File: src/rtl/core/mts_queue.sv
// Two-entry queue between the sampler's front and back ends.
// Depends on nothing but the payload width parameter.
`default_nettype none
module mts_queue #(
  parameter int EW = 110
) (
  input  wire logic          clk,
  input  wire logic          rst_n,
  input  wire logic          push_valid,
  output logic               push_ready,
  input  wire logic [EW-1:0] push_data,
  output logic               pop_valid,
  input  wire logic          pop_ready,
  output logic [EW-1:0]      pop_data
);
  logic [EW-1:0] slot_r [2];
  logic          wp_r, rp_r;
  logic [1:0]    cnt_r;
  logic          do_push, do_pop;

  assign push_ready = (cnt_r != 2'd2);
  assign pop_valid  = (cnt_r != 2'd0);
  assign pop_data   = slot_r[rp_r];
  assign do_push    = push_valid && push_ready;
  assign do_pop     = pop_valid && pop_ready;

  always_ff @(posedge clk) begin
    if (do_push) slot_r[wp_r] <= push_data;
  end

  always_ff @(posedge clk) begin
    if (!rst_n) begin
      wp_r  <= 1'b0;
      rp_r  <= 1'b0;
      cnt_r <= 2'd0;
    end else begin
      if (do_push) wp_r <= ~wp_r;
      if (do_pop) rp_r <= ~rp_r;
      cnt_r <= cnt_r + 2'(do_push) - 2'(do_pop);
    end
  end

endmodule
`default_nettype wire

File: config.mk
export PLATFORM = sky130hd
export DESIGN_NAME = mts_queue
export DESIGN_NICKNAME = d
export VERILOG_FILES = /design/src/rtl/core/mts_queue.sv
export SDC_FILE = /design/constraint.sdc
export NUM_CORES = 1
export LEC_CHECK = 0
export ABC_AREA = 0
export BUFFER_PORTS_ARGS = -buffer_cell sky130_fd_sc_hd__buf_2
export CAP_MARGIN = 25
export CELL_PAD_IN_SITES_DETAIL_PLACEMENT = 0
export CELL_PAD_IN_SITES_GLOBAL_PLACEMENT = 2
export CORE_MARGIN = 5
export CORE_UTILIZATION = 40
export CTS_BUF_LIST = sky130_fd_sc_hd__clkbuf_4
export DETAILED_ROUTE_END_ITERATION = 8
export GPL_ROUTABILITY_DRIVEN = 0
export PLACE_DENSITY_LB_ADDON = 0.1
export REMOVE_ABC_BUFFERS = 1
export SLEW_MARGIN = 10
export SYNTH_ARGS = -nofsm -noshare
export SYNTH_HDL_FRONTEND = slang
export SYNTH_SLANG_ARGS = --single-unit
File: constraint.sdc
create_clock -name clk -period 8.3 [get_ports clk]
set_clock_uncertainty 0.05 [all_clocks]
set_input_delay 2.075 -clock clk [delete_from_list [all_inputs] [get_ports clk]]
set_output_delay 2.075 -clock clk [all_outputs]
set_load 0.05 [all_outputs]
* Yosys cells after proc, flatten, opt, wreduce, memory -nomap -nowiden
Memory sizes are Yosys's and may differ from the RTL's. A register that Yosys moved wholly into a read port is not among the register bits. Cells that the tools add are included.
Operators by class: equal/unequal tests 1, mux-type cells 4, $add $sub $neg 2, reductions and logical operators 3, bitwise gates (word level) 2
Operators with widths (count):
- $mux 1 | 4
- $add 2x1->2 | 1
- $logic_and 1x1->1 | 2
- $ne 2x2->1 const B | 1
- $not 1->1 | 2
- $reduce_bool 2->1 | 1
- $sub 2x1->2 | 1
Storage, ports and cells: bits of input ports 114, memories 1, register bits after elaboration 4, output and inout bits 112, bits in writable memories 220, word-level logic and storage cells 16
Memory list:
- slot_r | words 2, bits a word 110, read ports 1, clocked after memory_dff 1, wr ports 1, line 16 | logic [EW-1:0] slot_r [2];

* Logic depth before layout (Yosys ltp)
depth in word-level cells 4, depth in mapped cells 8, mapped depth without buffers 8

* Worst setup path before layout
OpenSTA, ideal clock, no wires.
kind input port to flip-flop, start in push_valid, end mem slot_r[0][0], enable pin, cell stages on the path 2, buffers on the path 0, setup time 0.581 ns, required time 7.669 ns, data arrival time 6.769 ns, path slack 0.900 ns, cells stage by stage nand2_1 > nor2_1
On the way: longest elaborated chain between the ends 3
Ends and longest elaborated chain:
- from (decl) | line 9 | input wire logic push_valid,
- $logic_and 1x1->1 | line 24 | assign do_push = push_valid && push_ready;
- $mux 1 | line 28 | if (do_push) slot_r[wp_r] <= push_data;
- $mux 1 (implied by the code) | line 28
- to (decl) | line 16
Every way passes these cells.

==> impl_table.tex <==
\begin{tabular}{lr}
\hline
Metric & Value \\
\hline
\multicolumn{2}{l}{\textbf{Yosys}} \\
Share of the synthesized area in the top cell type & roughly four fifths \\
Cells after synthesis & $\sim$370 \\
Number of warnings printed during yosys synthesis & 0 \\
Post-synthesis async set-or-reset flop share & 0\% \\
Synthesized area per cell & roughly 22 µm² \\
Post-synth EDFFs & 220 \\
Proportion of synthesized chip area in sequential cells & 81.7\% \\
Top post-synthesis cells by count & sky130\_fd\_sc\_hd\_\_edfxtp\_1 (220), sky130\_fd\_sc\_hd\_\_mux2\_2 (110), sky130\_fd\_sc\_hd\_\_buf\_6 (11) \\
Yosys cell types & 17 \\
Cell with the most instances after synthesis & sky130\_fd\_sc\_hd\_\_edfxtp\_1 \\
Post-synthesis register bit count & roughly 230 \\
Cell area after synthesis & 8210 µm² \\
Ranking of synthesized cells by area & sky130\_fd\_sc\_hd\_\_edfxtp\_1 (80\%), sky130\_fd\_sc\_hd\_\_mux2\_2 (15\%), sky130\_fd\_sc\_hd\_\_buf\_6 (1.5\%), sky130\_fd\_sc\_hd\_\_dfxtp\_1 (1.2\%), sky130\_fd\_sc\_hd\_\_xnor2\_1 (0.32\%) \\
Top\_reg\_cell synth & sky130\_fd\_sc\_hd\_\_edfxtp\_1 \\
Area leader, netlist & sky130\_fd\_sc\_hd\_\_edfxtp\_1 \\
\multicolumn{2}{l}{\textbf{Critical path}} \\
WP data required & slightly above 6000 ps \\
Critical path fanouts, max & 49 \\
Element type at the critical path end & primary output \\
Worst Path Class, Setup & reg -> out \\
Arr. time, crit path & about 2700 ps \\
Critical Path Source Type & flip-flop \\
\multicolumn{2}{l}{\textbf{Routing}} \\
Highest metal used & met5 \\
Final routed wire length divided by cell count & 17.3 µm \\
Via density per instance & 4.59 \\
Number of DRC markers after the initial detailed-route iteration & $\sim$180 \\
WL met1 & 6490 µm \\
Met2 routed wirelength & between 8000 and 9000 µm \\
Total vias in the final route & between 4000 and 5000 \\
Post-route DRC & 0 \\
Detailed-route wire length & approximately 16000 µm \\
Routed wire length on met3 & around 1100 µm \\
Antenna Nets Post-Route & 0 \\
Length of the first detailed-routing pass in iterations & 4 \\
\multicolumn{2}{l}{\textbf{Place}} \\
Count of buffers from port buffering & 225 \\
Worst slack at placement & 3830 ps \\
Dpl hpwl & 10800 µm \\
\multicolumn{2}{l}{\textbf{STA}} \\
Worst relative slew slack & between 30\% and 40\% \\
Worst-Margin Slew & $\sim$900 ps \\
RSZ-0062 raised after global routing & no \\
Setup total negative slack & 0 ps \\
Min Tclk post-route & between 4000 and 5000 ps \\
Post-route clock period utilization & between 50\% and 60\% \\
Slew Viols, Final & 0 \\
Number of hold violations in the final report & 0 \\
Fin worst setup slack & roughly 3500 ps \\
Tightest hold margin & between 400 and 500 ps \\
Maximum operating frequency & between 200 and 250 MHz \\
Setup Viol. Count Final & 0 \\
\multicolumn{2}{l}{\textbf{Clock tree}} \\
Number of buffers created by CTS & 58 \\
CTS resizes & 0 \\
Post-CTS Repair Setup Buffers & 0 \\
Clk root buf & sky130\_fd\_sc\_hd\_\_clkbuf\_4 \\
Total number of H-tree levels & 2 \\
Clock tree buffer depth & 3 \\
Clk Latency, worst-skew pair & around 650 ps \\
CTS sink count & $\sim$230 \\
TritonCTS clock tree & yes \\
Clock-pin slew reported for the worst setup and hold paths after clock tree synthesis & 70 ps \\
CTS Hold Buffers Added & 0 \\
\multicolumn{2}{l}{\textbf{Power}} \\
Sequential group share of total power & between 40\% and 50\% \\
Combinational share of power & 33.9\% \\
Fraction of power spent switching nets & between 30\% and 40\% \\
Net switching power of the design & between 0.001 and 0.0015 W \\
Ratio of total power to cell area & 344 nW/µm² \\
Worst IR drop on VDD & 188 µV \\
Power Internal & $\sim$0.0022 W \\
Leakage & approximately 4 nW \\
Clock power frac & 24.3\% \\
\multicolumn{2}{l}{\textbf{Die}} \\
Die area & 23500 µm² \\
Die outline height & between 150 and 200 µm \\
Row Count & 52 \\
Initial cell density of the core & between 40\% and 50\% \\
I/O pin count & 226 \\
Placeable core region & between 20000 and 25000 µm² \\
Width of the die & roughly 150 µm \\
\multicolumn{2}{l}{\textbf{Global route}} \\
Overall Global Routing Usage & approximately 14\% \\
Wire length of the first global-routing pass & $\sim$25000 µm \\
Number of global-route vias before repair & just under 5000 \\
Maximum number of pins on one net before global-route repair & 65 \\
Global route total overflow & 0 \\
Initial antenna violation count & 3 \\
\multicolumn{2}{l}{\textbf{Hold path}} \\
Type of the tightest min-delay check & reg -> reg \\
\multicolumn{2}{l}{\textbf{Flow run}} \\
MaxCap Viol Count & 0 \\
\multicolumn{2}{l}{\textbf{Status}} \\
Outcome & completed \\
\multicolumn{2}{l}{\textbf{Finish}} \\
Layout filler cell count & roughly 1800 \\
Net count, final & 760 \\
Layout overhead on the synthesized area & 25.5\% \\
Register area & $\sim$6700 µm² \\
Multi-input gate area & around 1400 µm² \\
Fraction of layout cells with a size suffix above 1 & 63.7\% \\
\hline
\end{tabular}
## power groups by stage
stage	Combinational, W	Clock, W	Sequential, W
5_1_grt	0.00127	0.000970	0.00149
4_1_cts	0.00122	0.000903	0.00148
6_report	0.00120	0.000861	0.00148
2_1_floorplan	0.000910	0	0.00154
3_5_place_dp	0.00122	0	0.00151
3_3_place_gp	0.00121	0	0.00150
## per-layer routing
layer	vias up	global-route usage (%)
met5	-	0
met4	2	5.26
li1	2041	-
met3	28	5.17
met1	2129	15.8
met2	157	23.4
## final cells by class
type / instances / share of cell area (%)
Tap cell: 270 / 3.28
Inverter: 1 / 0.0364
Antenna cell: 2 / 0.0486
Clock inverter: 7 / 0.255
Clock buffer: 87 / 6.34
Timing Repair Buffer: 230 / 11.5
Sequential cell: 225 / 65.1
Multi-Input combinational cell: 128 / 13.4
## placed cells by master, fill, tap and decap left out
cell type	count
sky130_fd_sc_hd__diode_2	2
sky130_fd_sc_hd__dfxtp_4	1
sky130_fd_sc_hd__xnor2_1	3
sky130_fd_sc_hd__buf_4	4
sky130_fd_sc_hd__mux2_2	110
sky130_fd_sc_hd__clkbuf_4	87
sky130_fd_sc_hd__edfxtp_1	220
sky130_fd_sc_hd__nor2_4	1
sky130_fd_sc_hd__or2_2	1
sky130_fd_sc_hd__and2_1	2
sky130_fd_sc_hd__buf_16	1
sky130_fd_sc_hd__nor2b_1	2
sky130_fd_sc_hd__ha_1	2
sky130_fd_sc_hd__dfxtp_1	4
sky130_fd_sc_hd__nand2_1	2
sky130_fd_sc_hd__clkinv_1	6
sky130_fd_sc_hd__inv_2	1
sky130_fd_sc_hd__nand2b_1	2
sky130_fd_sc_hd__inv_1	1
sky130_fd_sc_hd__buf_2	225
sky130_fd_sc_hd__and3_4	1
sky130_fd_sc_hd__mux2i_1	1
sky130_fd_sc_hd__o21a_1	1
## metrics by stage
stage	util (%)	instances	area, µm²	power (W)
2_1_floorplan	-	354	8080	0.00245
3_3_place_gp	47.4	853	9590	0.00271
3_5_place_dp	47.5	854	9620	0.00273
4_1_cts	50.9	948	10300	0.00361
5_1_grt	50.9	950	10300	0.00373
6_report	50.9	950	10300	0.00354
## cell families after synthesis
family / Yosys count / synth area share [%]
mux: 111 / 15.2
fa+ha+maj: 2 / 0.305
simple gates: 11 / 0.747
buf+inv: 13 / 1.62
compound gates: 1 / 0.0915
flops: 225 / 81.7
xor+xnor: 3 / 0.320
## critical path, stage by stage (launching register included)
cell and delay, ps:
sky130_fd_sc_hd__dfxtp_4 610, sky130_fd_sc_hd__buf_4 490, sky130_fd_sc_hd__buf_16 300, sky130_fd_sc_hd__mux2_2 400
sky130_fd_sc_hd__buf_2 220
## flip-flops by register name (all words and copies together), names as in the netlist, named ones only
name / count
rp_r: 1
wp_r: 1
cnt_r: 2
slot_r: 220
## final timing paths
kind	from	endpoint	slack [ps]	depth (start not counted)
setup / recovery	flip-flop	pop_data[109]	3470	4
hold / removal	wp_r	wp_r	490	2
setup reg to reg	cnt_r[0]	slot_r[0][54]	5440	5
hold reg to reg	wp_r	wp_r	490	2
Note: power is estimated with default switching activity, not from simulation.
