$ cat src/rtl/core/mts_pkg.sv
// Shared types and constants for the mip texture sampler.
// No dependencies; mts_front, mts_back, the top level and the testbench import it.
`default_nettype none
package mts_pkg;

  typedef enum logic [1:0] {
    ST_IDLE,
    ST_WGT,
    ST_ACC,
    ST_DONE
  } back_state_t;

  localparam logic ACT_WRITE      = 1'b0;
  localparam logic ACT_SAMPLE     = 1'b1;
  localparam logic FILTER_NEAREST = 1'b0;
  localparam logic FILTER_BILIN   = 1'b1;

  localparam logic [1:0] CFG_FILTER_MODE = 2'd0;
  localparam logic [1:0] CFG_BASE_WIDTH  = 2'd1;
  localparam logic [1:0] CFG_BASE_HEIGHT = 2'd2;
  localparam logic [1:0] CFG_LEVEL_COUNT = 2'd3;

  localparam int CH_W    = 8;
  localparam int WGT_W   = 8;
  localparam int BWT_W   = 17;
  localparam int ACC_W   = 25;
  localparam int TEXEL_W = 32;

  // Field offsets inside a queue entry; the texel addresses follow ADDR_LSB.
  localparam int DATA_LSB = 0;
  localparam int WX_LSB   = 32;
  localparam int WY_LSB   = 40;
  localparam int ADDR_LSB = 48;

  localparam logic [ACC_W-1:0] ROUND_HALF = ACC_W'(32768);
  localparam logic [TEXEL_W-1:0] MAGENTA  = 32'hFFFF00FF;

endpackage
`default_nettype wire

$ cat src/rtl/core/mts_if.sv
// Channel interfaces of the mip texture sampler: input, result, config write.
// Depends on nothing; widths follow the fixed field widths.
`default_nettype none
interface mts_in_if;
  logic               valid;
  logic               ready;
  logic               action;
  logic [3:0]         level;
  logic [5:0]         texel_x;
  logic [5:0]         texel_y;
  logic [31:0]        texel_rgba;
  logic signed [19:0] u_coord;
  logic signed [19:0] v_coord;
  modport source(output valid, action, level, texel_x, texel_y, texel_rgba, u_coord,
                 v_coord, input ready);
  modport sink(input valid, action, level, texel_x, texel_y, texel_rgba, u_coord,
               v_coord, output ready);
endinterface


interface mts_cfg_if;
  logic       valid;
  logic       ready;
  logic [1:0] addr;
  logic [6:0] data;
  modport source(output valid, addr, data, input ready);
  modport sink(input valid, addr, data, output ready);
endinterface
`default_nettype wire

$ cat src/rtl/core/mts_front.sv
// Front end: configuration registers, item classification, texel address and
// weight computation. Depends on mts_pkg and mts_if.
`default_nettype none
module mts_front #(
  parameter int MAX_SIZE   = 64,
  parameter int LEVELS     = 7,
  parameter int COORD_FRAC = 16,
  parameter int AW         = 15,
  parameter int EW         = 48 + 4 * 15 + 2
) (
  input  wire logic          clk,
  input  wire logic          rst_n,
  mts_in_if.sink             in_ch,
  mts_cfg_if.sink            cfg_ch,
  output logic               q_valid,
  input  wire logic          q_ready,
  output logic [EW-1:0]      q_data
);
  import mts_pkg::*;

  localparam int DW  = $clog2(MAX_SIZE + 1);
  localparam int SZW = $clog2(MAX_SIZE);
  localparam int CF  = COORD_FRAC;
  localparam int PW  = CF + DW + 22;
  localparam int MW  = 20 + DW + 1;
  localparam logic signed [PW-1:0] HALF   = PW'(1) <<< (CF - 1);
  localparam logic signed [PW-1:0] ONE_M1 = (PW'(1) <<< CF) - PW'(1);

  logic       filter_mode_r;
  logic [6:0] base_width_r;
  logic [6:0] base_height_r;
  logic [2:0] level_count_r;

  logic            is_wr, wr_ok, bad, bil;
  logic [DW-1:0]   dim_w, dim_h;
  logic [SZW-1:0]  x0, x1, y0, y1;
  logic [7:0]      wx, wy;
  logic [AW-1:0]   a0, a1, a2, a3;

  function automatic logic [DW-1:0] level_dim(input logic [6:0] base, input logic [3:0] lvl);
    logic [DW-1:0] b;
    if (base == 7'd0) b = DW'(1);
    else if (32'(base) > MAX_SIZE) b = DW'(MAX_SIZE);
    else b = DW'(base);
    b = b >> lvl;
    if (b == '0) b = DW'(1);
    return b;
  endfunction

  function automatic logic [SZW-1:0] clampi(input logic signed [PW-1:0] v,
                                            input logic [DW-1:0] d);
    logic signed [PW-1:0] ds;
    logic [DW-1:0] dm1;
    ds  = PW'(d);
    dm1 = d - DW'(1);
    if (v < 0) return '0;
    else if (v >= ds) return SZW'(dm1);
    else return SZW'(v);
  endfunction

  function automatic logic [AW-1:0] texel_addr(input logic [3:0] lvl,
                                               input logic [SZW-1:0] y,
                                               input logic [SZW-1:0] x);
    return AW'((AW'(lvl) * AW'(MAX_SIZE) + AW'(y)) * AW'(MAX_SIZE) + AW'(x));
  endfunction

  // Nearest mode reuses the bilinear path with zero weights and one texel.
  function automatic void axis(input logic signed [19:0] c, input logic [DW-1:0] d,
                               input logic b, output logic [SZW-1:0] i0,
                               output logic [SZW-1:0] i1, output logic [7:0] w);
    logic signed [PW-1:0] cs, m, p, fl;
    logic signed [MW-1:0] cm, dm;
    cs = PW'(c);
    if (!b) begin
      if (cs < 0) cs = '0;
      else if (cs > ONE_M1) cs = ONE_M1;
    end
    cm = MW'(cs);
    dm = MW'(d);
    m  = PW'(cm * dm);
    p  = b ? m - HALF : m;
    fl = p >>> CF;
    i0 = clampi(fl, d);
    i1 = b ? clampi(fl + PW'(1), d) : i0;
    w  = b ? p[CF-1 -: 8] : 8'd0;
  endfunction

  always_ff @(posedge clk) begin
    if (!rst_n) begin
      filter_mode_r <= FILTER_BILIN;
      base_width_r  <= 7'd64;
      base_height_r <= 7'd64;
      level_count_r <= 3'd1;
    end else if (cfg_ch.valid) begin
      case (cfg_ch.addr)
        CFG_FILTER_MODE: filter_mode_r <= cfg_ch.data[0];
        CFG_BASE_WIDTH:  base_width_r  <= cfg_ch.data;
        CFG_BASE_HEIGHT: base_height_r <= cfg_ch.data;
        CFG_LEVEL_COUNT: level_count_r <= cfg_ch.data[2:0];
        default: ;
      endcase
    end
  end

  assign cfg_ch.ready = 1'b1;

  always_comb begin
    is_wr = (in_ch.action == ACT_WRITE);
    wr_ok = (32'(in_ch.level) < LEVELS) && (32'(in_ch.texel_x) < MAX_SIZE)
            && (32'(in_ch.texel_y) < MAX_SIZE);
    bad   = (in_ch.level >= {1'b0, level_count_r}) || (32'(in_ch.level) >= LEVELS);
    bil   = (filter_mode_r == FILTER_BILIN);
    dim_w = level_dim(base_width_r, in_ch.level);
    dim_h = level_dim(base_height_r, in_ch.level);
    axis(in_ch.u_coord, dim_w, bil, x0, x1, wx);
    axis(in_ch.v_coord, dim_h, bil, y0, y1, wy);
    if (is_wr) begin
      a0 = texel_addr(in_ch.level, SZW'(in_ch.texel_y), SZW'(in_ch.texel_x));
      a1 = a0;
      a2 = a0;
      a3 = a0;
    end else begin
      a0 = texel_addr(in_ch.level, y0, x0);
      a1 = texel_addr(in_ch.level, y0, x1);
      a2 = texel_addr(in_ch.level, y1, x0);
      a3 = texel_addr(in_ch.level, y1, x1);
    end
  end

  // An out-of-range write is accepted and dropped here.
  assign in_ch.ready = q_ready;
  assign q_valid     = in_ch.valid && !(is_wr && !wr_ok);
  assign q_data      = {is_wr, bad && !is_wr, a3, a2, a1, a0, wy, wx, in_ch.texel_rgba};

endmodule
`default_nettype wire

$ cat src/flat_wrapper.sv
// flat-port wrapper written by rule: the top's interface ports become plain ports
module mts_front_flat import mts_pkg::*;
#(
  parameter int MAX_SIZE   = 64,
  parameter int LEVELS     = 7,
  parameter int COORD_FRAC = 16,
  parameter int AW         = 15,
  parameter int EW         = 48 + 4 * 15 + 2
)
  (clk, rst_n, q_valid, q_ready, q_data, in_ch_valid, in_ch_action, in_ch_level, in_ch_texel_x, in_ch_texel_y, in_ch_texel_rgba, in_ch_u_coord, in_ch_v_coord, in_ch_ready, cfg_ch_valid, cfg_ch_addr, cfg_ch_data, cfg_ch_ready);
  mts_in_if in_ch_i ();
  mts_cfg_if cfg_ch_i ();
  input  wire logic clk;
  input  wire logic rst_n;
  output logic q_valid;
  input  wire logic q_ready;
  output logic [EW-1:0] q_data;
  input wire logic [$bits(in_ch_i.valid)-1:0] in_ch_valid;
  input wire logic [$bits(in_ch_i.action)-1:0] in_ch_action;
  input wire logic [$bits(in_ch_i.level)-1:0] in_ch_level;
  input wire logic [$bits(in_ch_i.texel_x)-1:0] in_ch_texel_x;
  input wire logic [$bits(in_ch_i.texel_y)-1:0] in_ch_texel_y;
  input wire logic [$bits(in_ch_i.texel_rgba)-1:0] in_ch_texel_rgba;
  input wire logic [$bits(in_ch_i.u_coord)-1:0] in_ch_u_coord;
  input wire logic [$bits(in_ch_i.v_coord)-1:0] in_ch_v_coord;
  output wire logic [$bits(in_ch_i.ready)-1:0] in_ch_ready;
  input wire logic [$bits(cfg_ch_i.valid)-1:0] cfg_ch_valid;
  input wire logic [$bits(cfg_ch_i.addr)-1:0] cfg_ch_addr;
  input wire logic [$bits(cfg_ch_i.data)-1:0] cfg_ch_data;
  output wire logic [$bits(cfg_ch_i.ready)-1:0] cfg_ch_ready;
  assign in_ch_i.valid = in_ch_valid;
  assign in_ch_i.action = in_ch_action;
  assign in_ch_i.level = in_ch_level;
  assign in_ch_i.texel_x = in_ch_texel_x;
  assign in_ch_i.texel_y = in_ch_texel_y;
  assign in_ch_i.texel_rgba = in_ch_texel_rgba;
  assign in_ch_i.u_coord = in_ch_u_coord;
  assign in_ch_i.v_coord = in_ch_v_coord;
  assign in_ch_ready = in_ch_i.ready;
  assign cfg_ch_i.valid = cfg_ch_valid;
  assign cfg_ch_i.addr = cfg_ch_addr;
  assign cfg_ch_i.data = cfg_ch_data;
  assign cfg_ch_ready = cfg_ch_i.ready;
  mts_front #(.MAX_SIZE(MAX_SIZE), .LEVELS(LEVELS), .COORD_FRAC(COORD_FRAC), .AW(AW), .EW(EW)) u_core (.clk(clk), .rst_n(rst_n), .in_ch(in_ch_i), .cfg_ch(cfg_ch_i), .q_valid(q_valid), .q_ready(q_ready), .q_data(q_data));
endmodule
$ cat config.mk
export PLATFORM = sky130hd
export DESIGN_NAME = mts_front_flat
export DESIGN_NICKNAME = d
export VERILOG_FILES = /design/src/rtl/core/mts_pkg.sv /design/src/rtl/core/mts_if.sv /design/src/rtl/core/mts_front.sv /design/src/flat_wrapper.sv
export SDC_FILE = /design/constraint.sdc
export NUM_CORES = 1
export LEC_CHECK = 0
export ABC_CLOCK_PERIOD_IN_PS = 10900
export BUFFER_PORTS_ARGS = -buffer_cell sky130_fd_sc_hd__buf_2
export CORE_ASPECT_RATIO = 1.4
export CORE_MARGIN = 3
export CORE_UTILIZATION = 35
export CTS_CLUSTER_DIAMETER = 200
export DETAILED_ROUTE_END_ITERATION = 10
export GPL_TIMING_DRIVEN = 0
export PLACE_DENSITY = 0.58
export RECOVER_POWER = 50
export SETUP_SLACK_MARGIN = 0.2
export SYNTH_ARGS = -nofsm -noshare
export SYNTH_HDL_FRONTEND = slang
export SYNTH_SLANG_ARGS = --single-unit
$ cat constraint.sdc
create_clock -name clk -period 10.9 [get_ports clk]
set_input_delay 1.09 -clock clk [delete_from_list [all_inputs] [get_ports clk]]
set_output_delay 1.09 -clock clk [all_outputs]
set_load 0.05 [all_outputs]
## Yosys cells after proc, flatten, opt, wreduce, memory -nomap -nowiden

Index checks and enable logic that the tools add are counted.
W data, S select, Z words.

| word-level totals | value |
|---|---|
| register bits | 18 |
| latch bits | 0 |
| bits in writable memories | 0 |
| memory bits (read-only) | 0 |
| input port bits | 103 |
| output and inout bits | 113 |
| word-level logic and storage cells | 88 |
| memories | 0 |

| cells by class | value |
|---|---|
| add/subtract/negate cells | 14 |
| $mul | 2 |
| divide/modulo/power cells | 0 |
| $lt $le $gt $ge | 17 |
| equality and inequality tests | 3 |
| shift operators | 2 |
| mux-type cells | 30 |
| bitwise gates (word level) | 1 |
| reduce and logical (&&, ||, !) cells | 15 |

Operators with widths:

| kind | number |
|---|---|
| $mux W28 | 6 |
| $mux W45 | 2 |
| $sub A45 B17 Y45 const B | 2 |
| $add A15 B6 Y15 | 5 |
| $mul A28 B8 Y36 | 2 |
| $add A29 B2 Y30 const B | 2 |
| $ge A30 B8 Y1 | 2 |
| $lt A30 B1 Y1 const B | 2 |
| $mux W15 | 4 |
| $mux W6 | 10 |
| $ge A29 B8 Y1 | 2 |
| $lt A29 B1 Y1 const B | 2 |
| $mux W7 | 6 |
| $gt A20 B17 Y1 const B | 2 |
| $lt A20 B1 Y1 const B | 2 |
| $logic_not A7 Y1 | 4 |
| $add A9 B6 Y9 | 3 |
| $mux W8 | 2 |
| $gt A7 B7 Y1 const B | 2 |
| $shr A7 B4 Y7 | 2 |
| $sub A6 B1 Y6 const B | 2 |
| $reduce_and A2 Y1 | 4 |
| $eq A2 B2 Y1 const B | 2 |
| $ge A4 B3 Y1 | 1 |
| other kinds (8) | 11 |

## Depth between registers and ports, before layout

Gate-level depths: netlist of run 1.

| depth | value |
|---|---|
| depth after elaboration | 17 |
| gate-level depth with buffers | 47 |

## Least setup slack after synthesis of run 1

OpenSTA, ideal clock, no wires.

| path | value |
|---|---|
| kind | input port to output port |
| start point | in in_ch_level[1] |
| end point | out q_data[82] |
| arrival | 10.920 ns |
| data required time | 9.810 ns |
| setup slack | -1.110 ns |
| cell stages on the path | 41 |
| buffers on the path | 7 |
| cell sequence | buf_2 buf_2 buf_1 a21oi_1 o21ba_2 a211o_1 and2_1 a21oi_1 clkbuf_1 clkbuf_1 nor2_1 fa_1 fa_1 inv_1 fa_1 inv_1 ha_1 clkbuf_1 [5 not listed] ha_1 nand2_1 xnor2_1 inv_1 ha_1 a21boi_0 o21ai_0 nand2b_1 a21oi_1 nor2b_1 o21ai_0 nand2b_1 a21oi_1 nand3_1 nor4b_4 mux2_2 o21ai_0 buf_4 |

| on the way | value |
|---|---|
| cells in the longest elaborated chain, start to end | 11 |
| elaborated cells on any way between the ends | 13 |

Ends and longest elaborated chain:

| item | RTL line | text |
|---|---|---|
| start: declaration | flat_wrapper.sv:20 | `input wire logic [$bits(in_ch_i.level)-1:0] in_ch_level;` |
| $shr A7 B4 Y7 (*) | mts_front.sv:45 | `b = b >> lvl;` |
| $logic_not A7 Y1 | mts_front.sv:46 | `if (b == '0) b = DW'(1);` |
| $mux W7 (*) | mts_front.sv:46 |  |
| $mul A28 B8 Y36 | mts_front.sv:80 | `m = PW'(cm * dm);` |
| $sub A45 B17 Y45 | mts_front.sv:81 | `p = b ? m - HALF : m;` |
| $mux W45 | mts_front.sv:81 |  |
| $ge A29 B8 Y1 | mts_front.sv:57 | `else if (v >= ds) return SZW'(dm1);` |
| $mux W6 | mts_front.sv:57 |  |
| $mux W6 (*) | mts_front.sv:56 | `if (v < 0) return '0;` |
| $add A15 B6 Y15 (*) | mts_front.sv:64 | `return AW'((AW'(lvl) * AW'(MAX_SIZE) + AW'(y)) * AW'(MAX_SIZE) + AW'(x));` |
| $mux W15 (*) | mts_front.sv:117 | `if (is_wr) begin` |
| end: declaration | flat_wrapper.sv:17 | `output logic [EW-1:0] q_data;` |

Mark *: on every way between the ends. The rest lies on a longest branch, timed or not.

## Worst setup path after layout of run 1

| path | value |
|---|---|
| start point | in in_ch_level[0] |
| end point | out q_data[96] |

| on the way | value |
|---|---|
| cells in the longest elaborated chain, start to end | 13 |
| elaborated cells on any way between the ends | 19 |

Ends and longest elaborated chain:

| item | RTL line | text |
|---|---|---|
| $shr A7 B4 Y7 (*) | mts_front.sv:45 |  |
| $logic_not A7 Y1 | mts_front.sv:46 |  |
| $mux W7 (*) | mts_front.sv:46 |  |
| $mul A28 B8 Y36 | mts_front.sv:80 |  |
| $sub A45 B17 Y45 | mts_front.sv:81 |  |
| $mux W45 | mts_front.sv:81 |  |
| $add A29 B2 Y30 | mts_front.sv:84 | `i1 = b ? clampi(fl + PW'(1), d) : i0;` |
| $ge A30 B8 Y1 | mts_front.sv:57 |  |
| $mux W6 | mts_front.sv:57 |  |
| $mux W6 | mts_front.sv:56 |  |
| $mux W6 (*) | mts_front.sv:84 |  |
| $add A15 B6 Y15 (*) | mts_front.sv:64 |  |
| $mux W15 (*) | mts_front.sv:117 |  |

Marked as above.

==> run_results.csv, run 1 <==
group,metric,value,unit
routing,wire_per_inst,19.7,µm
synth,synth_edf_count,0,
routing,drcViolationCount,0,
sta,fin_ws,0.00165,ns
cells_and_area,final_area,22300,µm²
synth,synth_async_sr_flop_share,0,%
sta,period_needed,10.90,ns
min_path,holdPathEnd,"u_core.level_count_r[0]$_SDFFE_PN1P_",
routing,vias,16600,
synth,synthFlopType,"dfxtp_1",
routing,finalWirelength,59700,µm
critical_path,worstSetupEndpointType,"output pin",
clock_tree,cts_num_sinks,18,
routing,avgViaCountPerCell,5.49,
power,power,3.01,mW
cells_and_area,final_cell_count_no_fill,3031,
synth,syn_inst,2053,
min_path,whs_path_depth,2,
synth,synth_nets,2523,
synth,synth_top_area_share,27.0,%
cells_and_area,area_growth,39.6,%
grt,grt_pass1_vias,17200,
floorplanning,start_util,35.4,%
run,maxCapViolations,0,
sta,setup_viol,0,
synth,synth-seq-area-share,2.25,%
clock_tree,ctsLongestPathBuffers,2,
sta,max_slew_margin,27.9,%
routing,ant_nets,0,
clock_tree,cts_buffers,3,
critical_path,critPathSlowestCell,"fa_1",
clock_tree,path_clk_slew,0.05,ns
routing,first_pass_iters,5,
clock_tree,clkLatencyLatePin,0.25,ns
placement,dp_hpwl,46500,µm
placement,place_inst,2842,
clock_tree,hold_buffers,0,
critical_path,path_class,"in2out",
synth,mappedNetlistArea,16000,µm²
synth,yosys.area.top_type,"fa_1",
power,vdd_drop_max,0.000128,V
sta,fin_crit_sh,100,%
synth,synth_area_leaders,"fa_1, ha_1, nor2_1",
grt,grt_pass1_wl,92300,µm
critical_path,worstReg2RegStart,"u_core.bil$_SDFFE_PN1P_",
critical_path,timing.rr.end,"u_core.bil$_SDFFE_PN1P_",
sta,report.final.slew_viol_count,0,
clock_tree,root_buffer,"clkbuf_16",
critical_path,cp_max_fo,6,
placement,place_ws,-2.43,ns
sta,skew,0,ns
sta,worst_pin_slew,1.08,ns
placement,place_area,18000,µm²
placement,io_buffers,178,
cells_and_area,drive_gt1_share,35.4,%
sta,max_freq,91.8,MHz
critical_path,arrival,9.81,ns
clock_tree,cts_tree,"built",
cells_and_area,fin_nets,2891,
sta,finalHoldViolations,0,
min_path,hp-start,"u_core.level_count_r[0]$_SDFFE_PN1P_",
floorplanning,dieArea,48300,µm²
synth,ys_types,109,
floorplanning,rows,92,
placement,place_congestion,0.926,
min_path,hp-class,"reg2reg",
critical_path,r2r_cells,4,
power,power_per_cell_area,135,nW/µm²
critical_path,slowest_delay,0.51,ns
grt,grt_overflow_total,0,
outcome,status,"completed",
grt,track_usage,23.5,%
critical_path,r2r_setup_slack,9.01,ns
critical_path,cp-start-kind,"input port",
power,leakage,10.5,nW
synth,syn_avg_cell_area,7.79,µm²
grt,antenna_found_initial,1,
sta,rsz0062_at_grt,"true",
clock_tree,htree_levels,1,
synth,synth-warning-count,0,
floorplanning,pin_count,216,
grt,grt_max_degree,13,
floorplanning,die_h,259,µm
cells_and_area,antenna_cells,0,
floorplanning,core_area,45100,µm²
routing,drt_iter0_markers,974,
critical_path,worstPathRequired,9.81,ns
synth,ys_ff_latch,18,
floorplanning,die_w,187,µm
[synthesized netlist by cell type (10+ instances only)]
library cell	n
ha_1	151
o21ai_1	28
mux2_2	11
fa_1	216
and3_1	15
or4_1	10
nor4_1	11
dfxtp_1	18
buf_4	71
or2_2	51
clkbuf_1	69
a21o_1	21
and2_1	15
nor3_1	21
nand2b_1	18
nand3_1	46
a21oi_1	83
nand4_1	20
o21ai_0	66
o211ai_1	22
mux2i_1	43
nand2_1	116
inv_1	274
nor2b_1	29
xnor2_1	42
o221ai_1	13
buf_2	10
nor2_1	308
a31oi_1	11
xor2_1	21
or3_1	22
[metal layers]
| metal | part of all wire, % | global-route usage (%) | up-vias |
|---|---|---|---|
| met5 | 0.030 | 0 | - |
| met2 | 54 | 45.9 | 614 |
| met4 | 5.0 | 9.98 | 2 |
| li1 | - | - | 7554 |
| met1 | 36 | 26.2 | 8291 |
| met3 | 4.6 | 1.57 | 173 |
[state kept, by name (all words and copies together) (netlist names)]
register	cells
u_core.bil	1
u_core.base_width_r	7
u_core.base_height_r	7
u_core.level_count_r	3
[cells in the final DEF (no fill, tap or decap), types with 12 or more instances in the layout]
cell type | synthesis | layout
fa_1 | 216 | 210
nand2_1 | 116 | 104
a21oi_1 | 83 | 64
nand3_1 | 46 | 35
ha_1 | 151 | 130
mux2i_4 | 0 | 17
inv_1 | 274 | 248
buf_6 | 2 | 49
ha_4 | 0 | 19
inv_2 | 0 | 26
a21o_1 | 21 | 21
nor3_1 | 21 | 15
buf_8 | 0 | 40
a21oi_2 | 1 | 12
nand4_1 | 20 | 20
o21ai_0 | 66 | 30
nor2_1 | 308 | 276
or2_2 | 51 | 43
mux2i_1 | 43 | 24
nor2_4 | 0 | 12
o21ai_2 | 1 | 26
xor2_1 | 21 | 13
nand2b_1 | 18 | 14
or3_1 | 22 | 19
nor2b_1 | 29 | 28
dfxtp_1 | 18 | 18
and3_1 | 15 | 13
nor2_2 | 1 | 21
clkbuf_2 | 0 | 15
o21ai_1 | 28 | 30
o211ai_1 | 22 | 22
xnor2_1 | 42 | 25
xnor2_2 | 1 | 12
buf_4 | 71 | 226
clkbuf_1 | 69 | 55
buf_2 | 10 | 104
[layout make-up]
cell class | instances | area (µm²)
fillers | 4338 | 22800
multi-input cells | 1602 | 15900
repair buffers | 363 | 2770
plain buffers | 157 | 1410
inverters | 276 | 1040
well taps | 611 | 764
flip-flops and latches | 18 | 360
clock buffers | 4 | 88.8
[worst max-delay path, delay by kind of cell]
kind	cells	cell delay (ns)
XOR/XNOR	2	0.45
adder cells (fa/ha/maj)	7	2.59
AO/OA/AOI/OAI	12	2.08
multiplexers	2	0.35
buffers and inverters	13	1.33
AND/OR/NAND/NOR	13	1.87
[stage by stage]
stage	util, %	hold slack, ns	setup TNS, ns
after floorplan	-	0.449	0
after global placement	39.9	0.467	-98.06
after detailed placement	39.9	0.471	-98.10
after CTS	47.0	0.484	0
after global routing	49.5	0.528	-4.03
final	49.5	0.488	0
[worst max-delay path by stage]
stage | from | endpoint | slack (ns) | depth (start not counted)
after floorplan | in_ch_level[1] | q_data[97] | 0.21 | 46
after global placement | in_ch_level[2] | q_data[97] | -2.39 | 43
after detailed placement | in_ch_level[2] | q_data[93] | -2.43 | 42
after CTS | in_ch_level[0] | q_data[97] | 0.04 | 48
after global routing | in_ch_level[1] | q_data[96] | -0.26 | 50
final | in_ch_level[0] | q_data[96] | 0.002 | 49
[repair_timing]
item / in CTS / in global routing
setup endpoints to repair: 48 / 48
buffers inserted: 140 / 40
pin swaps: 161 / 96
cloned: 3 / 2
resized for setup: 439 / 258
[report_power, final]
| part | internal (mW) | leakage [nW] | switching [mW] |
|---|---|---|---|
| Combinational | 1.23 | 10.3 | 1.62 |
| Clock | 0.0559 | 0.0442 | 0.0260 |
| Sequential | 0.0682 | 0.147 | 0.00355 |
| Total | 1.35 | 10.5 | 1.65 |
[logic make-up after synthesis]
family / Yosys count / synth area share [%]
muxes: 58 / 3.84
other: 1 / 0.0235
buffers and inverters: 433 / 12.0
DFF: 18 / 2.25
AOI/OAI and AO/OA: 378 / 16.6
adders and majority gates: 368 / 38.9
xor gates and xnor gates: 66 / 3.80
and+or+nand+nor: 731 / 22.5
(Power assumes the default switching activity.)
==> run 2: changes to the inputs <==
- CORE_UTILIZATION: 35 -> 23
- GPL_ROUTABILITY_DRIVEN: unset -> 0
- PLACE_DENSITY: 0.58 -> unset
- PLACE_DENSITY_LB_ADDON: unset -> 0.05
==> run_results.csv, run 2 (synthesized netlist as in run 1, its figures left out) <==
group,metric,value,unit
floorplanning,pin_count,216,
min_path,holdPathEnd,"u_core.level_count_r[0]$_SDFFE_PN1P_",
grt,track_usage,18.4,%
power,clkPwrFrac,2.6,%
routing,wire_per_inst,20.4,µm
sta,max_freq,91.8,MHz
sta,period_needed,10.90,ns
sta,skew,0,ns
sta,fin_crit_sh,100,%
critical_path,slowest_delay,0.57,ns
routing,vias,15900,
critical_path,worstSetupEndpointType,"output pin",
floorplanning,die_w,229,µm
placement,io_buffers,178,
sta,setup_viol,0,
cells_and_area,drive_gt1_share,39.5,%
grt,antenna_found_initial,3,
clock_tree,ctsLongestPathBuffers,2,
critical_path,worstReg2RegStart,"u_core.bil$_SDFFE_PN1P_",
power,seqPwrFrac,2.3,%
cells_and_area,area_growth,45.9,%
grt,grt_pass1_vias,17600,
cells_and_area,fillers,7260,
placement,place_ws,-3.32,ns
routing,drt_iter0_markers,537,
run,maxCapViolations,0,
power,leakage,10.8,nW
power,power_per_cell_area,131,nW/µm²
floorplanning,core_area,68300,µm²
sta,max_slew_margin,15.5,%
min_path,hp-class,"reg2reg",
min_path,whs_path_depth,2,
floorplanning,dieArea,72800,µm²
critical_path,crit_top_cell,"buf_8",
cells_and_area,mostFrequentLayoutCells,"nor2_1, inv_1, buf_4",
power,comb_power_share,95.0,%
clock_tree,clkLatencyLatePin,0.25,ns
outcome,status,"completed",
cells_and_area,fin_nets,2909,
critical_path,cp_max_fo,7,
critical_path,timing.rr.end,"u_core.bil$_SDFFE_PN1P_",
clock_tree,cts_num_sinks,18,
power,p_switching,1.67,mW
routing,drcViolationCount,0,
sta,hold-worst-slack,0.481,ns
critical_path,critPathSlowestCell,"fa_2",
clock_tree,cts_tree,"built",
routing,ant_nets,0,
critical_path,arrival,9.81,ns
critical_path,r2r_cells,4,
power,p_int,1.39,mW
floorplanning,start_util,23.4,%
critical_path,cp-start-kind,"input port",
min_path,hp-start,"u_core.level_count_r[0]$_SDFFE_PN1P_",
cells_and_area,largest_registers,"u_core.base_height_r: 7 flops, u_core.base_width_r: 7 flops, u_core.level_count_r: 3 flops",
clock_tree,hold_buffers,0,
floorplanning,rows,113,
critical_path,worstPathRequired,9.81,ns
grt,grt_max_degree,13,
cells_and_area,layout_commonest_cell,"nor2_1",
sta,report.final.slew_viol_count,0,
placement,dp_hpwl,56400,µm
power,vdd_drop_max,0.0000834,V
placement,place_area,18400,µm²
critical_path,path_class,"in2out",
clock_tree,root_buffer,"clkbuf_16",
clock_tree,path_clk_slew,0.05,ns
sta,finalHoldViolations,0,
power,swShare,54.6,%
grt,grt_overflow_total,0,
routing,finalWirelength,68400,µm
routing,avgViaCountPerCell,4.73,
sta,rsz0062_at_grt,"true",
routing,first_pass_iters,7,
cells_and_area,antenna_cells,0,
critical_path,r2r_setup_slack,8.84,ns
sta,fin_ws,0.00491,ns
clock_tree,htree_levels,1,
clock_tree,cts_buffers,3,
sta,worst_pin_slew,1.27,ns
cells_and_area,final_area,23300,µm²
grt,grt_pass1_wl,105000,µm
floorplanning,die_h,318,µm
==> run 2: cell count changes in the layout (fill, tap and decap cells not counted), sizes merged <==
| cell | before | now |
|---|---|---|
| buf | 431 | 483 |
| clkbuf | 92 | 59 |
| clkinv | 1 | 0 |
| clkinvlp | 0 | 1 |
| bufbuf | 1 | 0 |
==> run 2: area by class of cell <==
type                            count  area [µm²]  area share, %
Clock buffer                        4        88.8          0.381
Tap cell                          920        1150           4.93
Buffer                            157        1470           6.28
Inverter                          276        1050           4.50
Multi-Input combinational cell   1602       16200           69.4
Sequential cell                    18         360           1.54
Timing Repair Buffer              381        3030           13.0
==> run 2: worst max path at each step <==
stage | start | end | slack (ns) | cells after the start
4_1_cts | in_ch_level[1] | q_data[97] | -0.17 | 49
2_1_floorplan | in_ch_level[1] | q_data[97] | 0.21 | 46
5_1_grt | in_ch_level[0] | q_data[97] | -0.30 | 47
3_5_place_dp | in_ch_level[2] | q_data[97] | -3.32 | 43
3_3_place_gp | in_ch_level[2] | q_data[97] | -3.29 | 43
6_report | in_ch_level[1] | q_data[97] | 0.005 | 49
==> run 2: worst max-delay path, delay by kind of cell <==
kind	cells	cell delay (ns)
buf+inv	14	1.41
fa+ha+maj	7	2.66
mux	1	0.29
xor+xnor	2	0.44
compound gates	12	1.90
simple gates	13	1.97
==> run 2: stage by stage <==
stage | TNS (ns) | utilization (%) | power, mW | cells
6_report | 0 | 34.2 | 3.07 | 3358
5_1_grt | -4.27 | 34.2 | 3.33 | 3358
4_1_cts | -0.642 | 32.0 | 2.80 | 3290
3_5_place_dp | -131.50 | 26.9 | 2.05 | 3151
3_3_place_gp | -130.68 | 26.9 | 2.05 | 3151
2_1_floorplan | 0 | - | 1.53 | 2053
==> run 2: power groups by stage <==
stage	clock network (mW)	logic [mW]	registers, mW
final	0.0809	2.91	0.0717
after global routing	0.0860	3.17	0.0720
after CTS	0.0836	2.65	0.0717
after detailed placement	0	1.98	0.0728
after global placement	0	1.98	0.0727
after floorplan	0	1.46	0.0712
==> run 2: what timing repair did <==
action,CTS,global route
cloned,0,1
resized for setup,558,253
setup buffers,135,67
pin swaps,125,141
endpoints found under the setup margin,48,48
==> run 2: metal layers <==
metal  global-route usage (%)  up-vias  wire length (µm)
met5                        0        -                27
met4                     3.93        4              1500
met3                    0.654       59               994
met2                     38.8      205             40500
met1                     19.8     8043             25400
li1                         -     7587                 -
==> run 3: changes to the inputs <==
- CORE_UTILIZATION: 23 -> 35
- GPL_TIMING_DRIVEN: 0 -> unset
==> run_results.csv, run 3 (synthesized netlist as in run 1, its figures left out) <==
group,metric,value,unit
clock_tree,clkLatencyLatePin,0.25,ns
min_path,hp-start,"u_core.base_width_r[0]$_SDFFE_PN0P_",
critical_path,cp_top_family,"adder cells",
placement,io_buffers,148,
power,leakage,10.2,nW
clock_tree,hold_buffers,0,
routing,drcViolationCount,0,
cells_and_area,area_growth,32.8,%
cells_and_area,layout_commonest_cell,"buf_4",
critical_path,crit_start,"in_ch_level[0]",
power,power_per_cell_area,134,nW/µm²
clock_tree,root_buffer,"clkbuf_16",
power,vdd_drop_max,0.0000870,V
sta,worst_pin_slew,1.14,ns
grt,grt_pass1_wl,88400,µm
clock_tree,path_clk_slew,0.05,ns
sta,max_slew_margin,23.7,%
critical_path,worstPathRequired,9.81,ns
clock_tree,cts_num_sinks,18,
routing,first_pass_iters,5,
sta,fin_crit_sh,97.5,%
run,maxCapViolations,0,
critical_path,crit_buf_inv,10,
clock_tree,ctsLongestPathBuffers,2,
routing,vias,15600,
sta,finalHoldViolations,0,
outcome,status,"completed",
power,power,2.84,mW
routing,wire_per_inst,19.1,µm
routing,drt_iter0_markers,555,
sta,max_freq,94.1,MHz
grt,antenna_found_initial,0,
routing,ant_nets,0,
min_path,hp-class,"reg2reg",
grt,grt_max_degree,21,
cells_and_area,largest_registers,"u_core.base_height_r: 7 flops, u_core.base_width_r: 7 flops, u_core.level_count_r: 3 flops",
sta,report.final.slew_viol_count,0,
floorplanning,die_h,259,µm
floorplanning,pin_count,216,
placement,dp_hpwl,48600,µm
cells_and_area,fin_nets,2844,
sta,setup_viol,0,
critical_path,path_class,"in2out",
routing,wl_met3,999,µm
critical_path,worstSetupEndpointType,"output pin",
sta,rsz0062_at_grt,"true",
clock_tree,htree_levels,1,
critical_path,slowest_delay,0.53,ns
critical_path,critPathSlowestCell,"fa_1",
critical_path,arrival,9.54,ns
sta,fin_ws,0.272,ns
sta,skew,0,ns
routing,finalWirelength,56900,µm
routing,avgViaCountPerCell,5.24,
placement,place_ws,-0.545,ns
clock_tree,cts_tree,"built",
floorplanning,die_w,187,µm
critical_path,crit_top_cell,"fa_1",
grt,grt_overflow_total,0,
cells_and_area,fillers,4562,
critical_path,cp-start-kind,"input port",
floorplanning,rows,92,
critical_path,worstReg2RegStart,"u_core.bil$_SDFFE_PN1P_",
cells_and_area,mostFrequentLayoutCells,"buf_4, nor2_1, inv_1",
floorplanning,dieArea,48300,µm²
cells_and_area,antenna_cells,0,
grt,grt_pass1_vias,16500,
clock_tree,cts_buffers,3,
cells_and_area,drive_gt1_share,33.5,%
routing,wl_met2,33700,µm
floorplanning,core_area,45100,µm²
grt,track_usage,22.7,%
sta,period_needed,10.63,ns
routing,routed.top_layer,"met4",
floorplanning,start_util,35.4,%
routing,m1WireLength,20200,µm
critical_path,cp_max_fo,6,
-- run 3: through the flow --
step	area (µm²)	TNS, ns	util [%]	instances	hold WS [ns]
finish	21200	0	47.0	2984	0.539
global route	21200	-0.538	47.0	2984	0.564
CTS	19700	0	43.7	2937	0.543
detailed placement	18900	-10.68	41.9	2918	0.532
global placement	18900	-8.10	41.9	2918	0.519
floorplan	16300	0	-	2053	0.449
-- run 3: repair_timing --
action                     4_1_cts  5_1_grt
hold endpoints to repair         0        0
gates resized for setup        134      252
setup endpoints to repair       48       48
pin swaps                       37      117
setup buffers                   15       46
cloned                           0        1
-- run 3: final timing paths --
kind	endpoint	slack [ns]	cells after the start
min reg2reg	u_core.base_width_r[0]$_SDFFE_PN0P_	0.54	2
min	u_core.base_width_r[0]$_SDFFE_PN0P_	0.54	2
max	q_data[93]	0.27	46
max reg2reg	u_core.bil$_SDFFE_PN1P_	9.43	3
-- run 3: layout make-up --
type,count,area (µm²),share of cell area [%]
multi-input cells,1602,15300,72.3
repair buffers,473,3630,17.1
well taps,611,764,3.60
inverters,276,1040,4.92
clock buffers,4,88.8,0.418
flip-flops and latches,18,362,1.70
-- run 3: per-layer routing --
metal  vias to the layer above  global-route usage, %
li1                       7448                      -
met1                      7820                   23.1
met2                       249                   48.8
met4                         0                   6.56
met3                       108                  0.758
met5                         -                      0
-- run 3: where the power goes --
part	switching, mW	total [mW]	internal (mW)
registers	0.00583	0.0741	0.0683
logic	1.49	2.68	1.19
clock network	0.0254	0.0813	0.0558
-- run 3: worst min-delay path, stage by stage, from the launching register on --
cell,delay [ns]
dfxtp_1,0.31
mux2i_1,0.12
nor2b_1,0.06
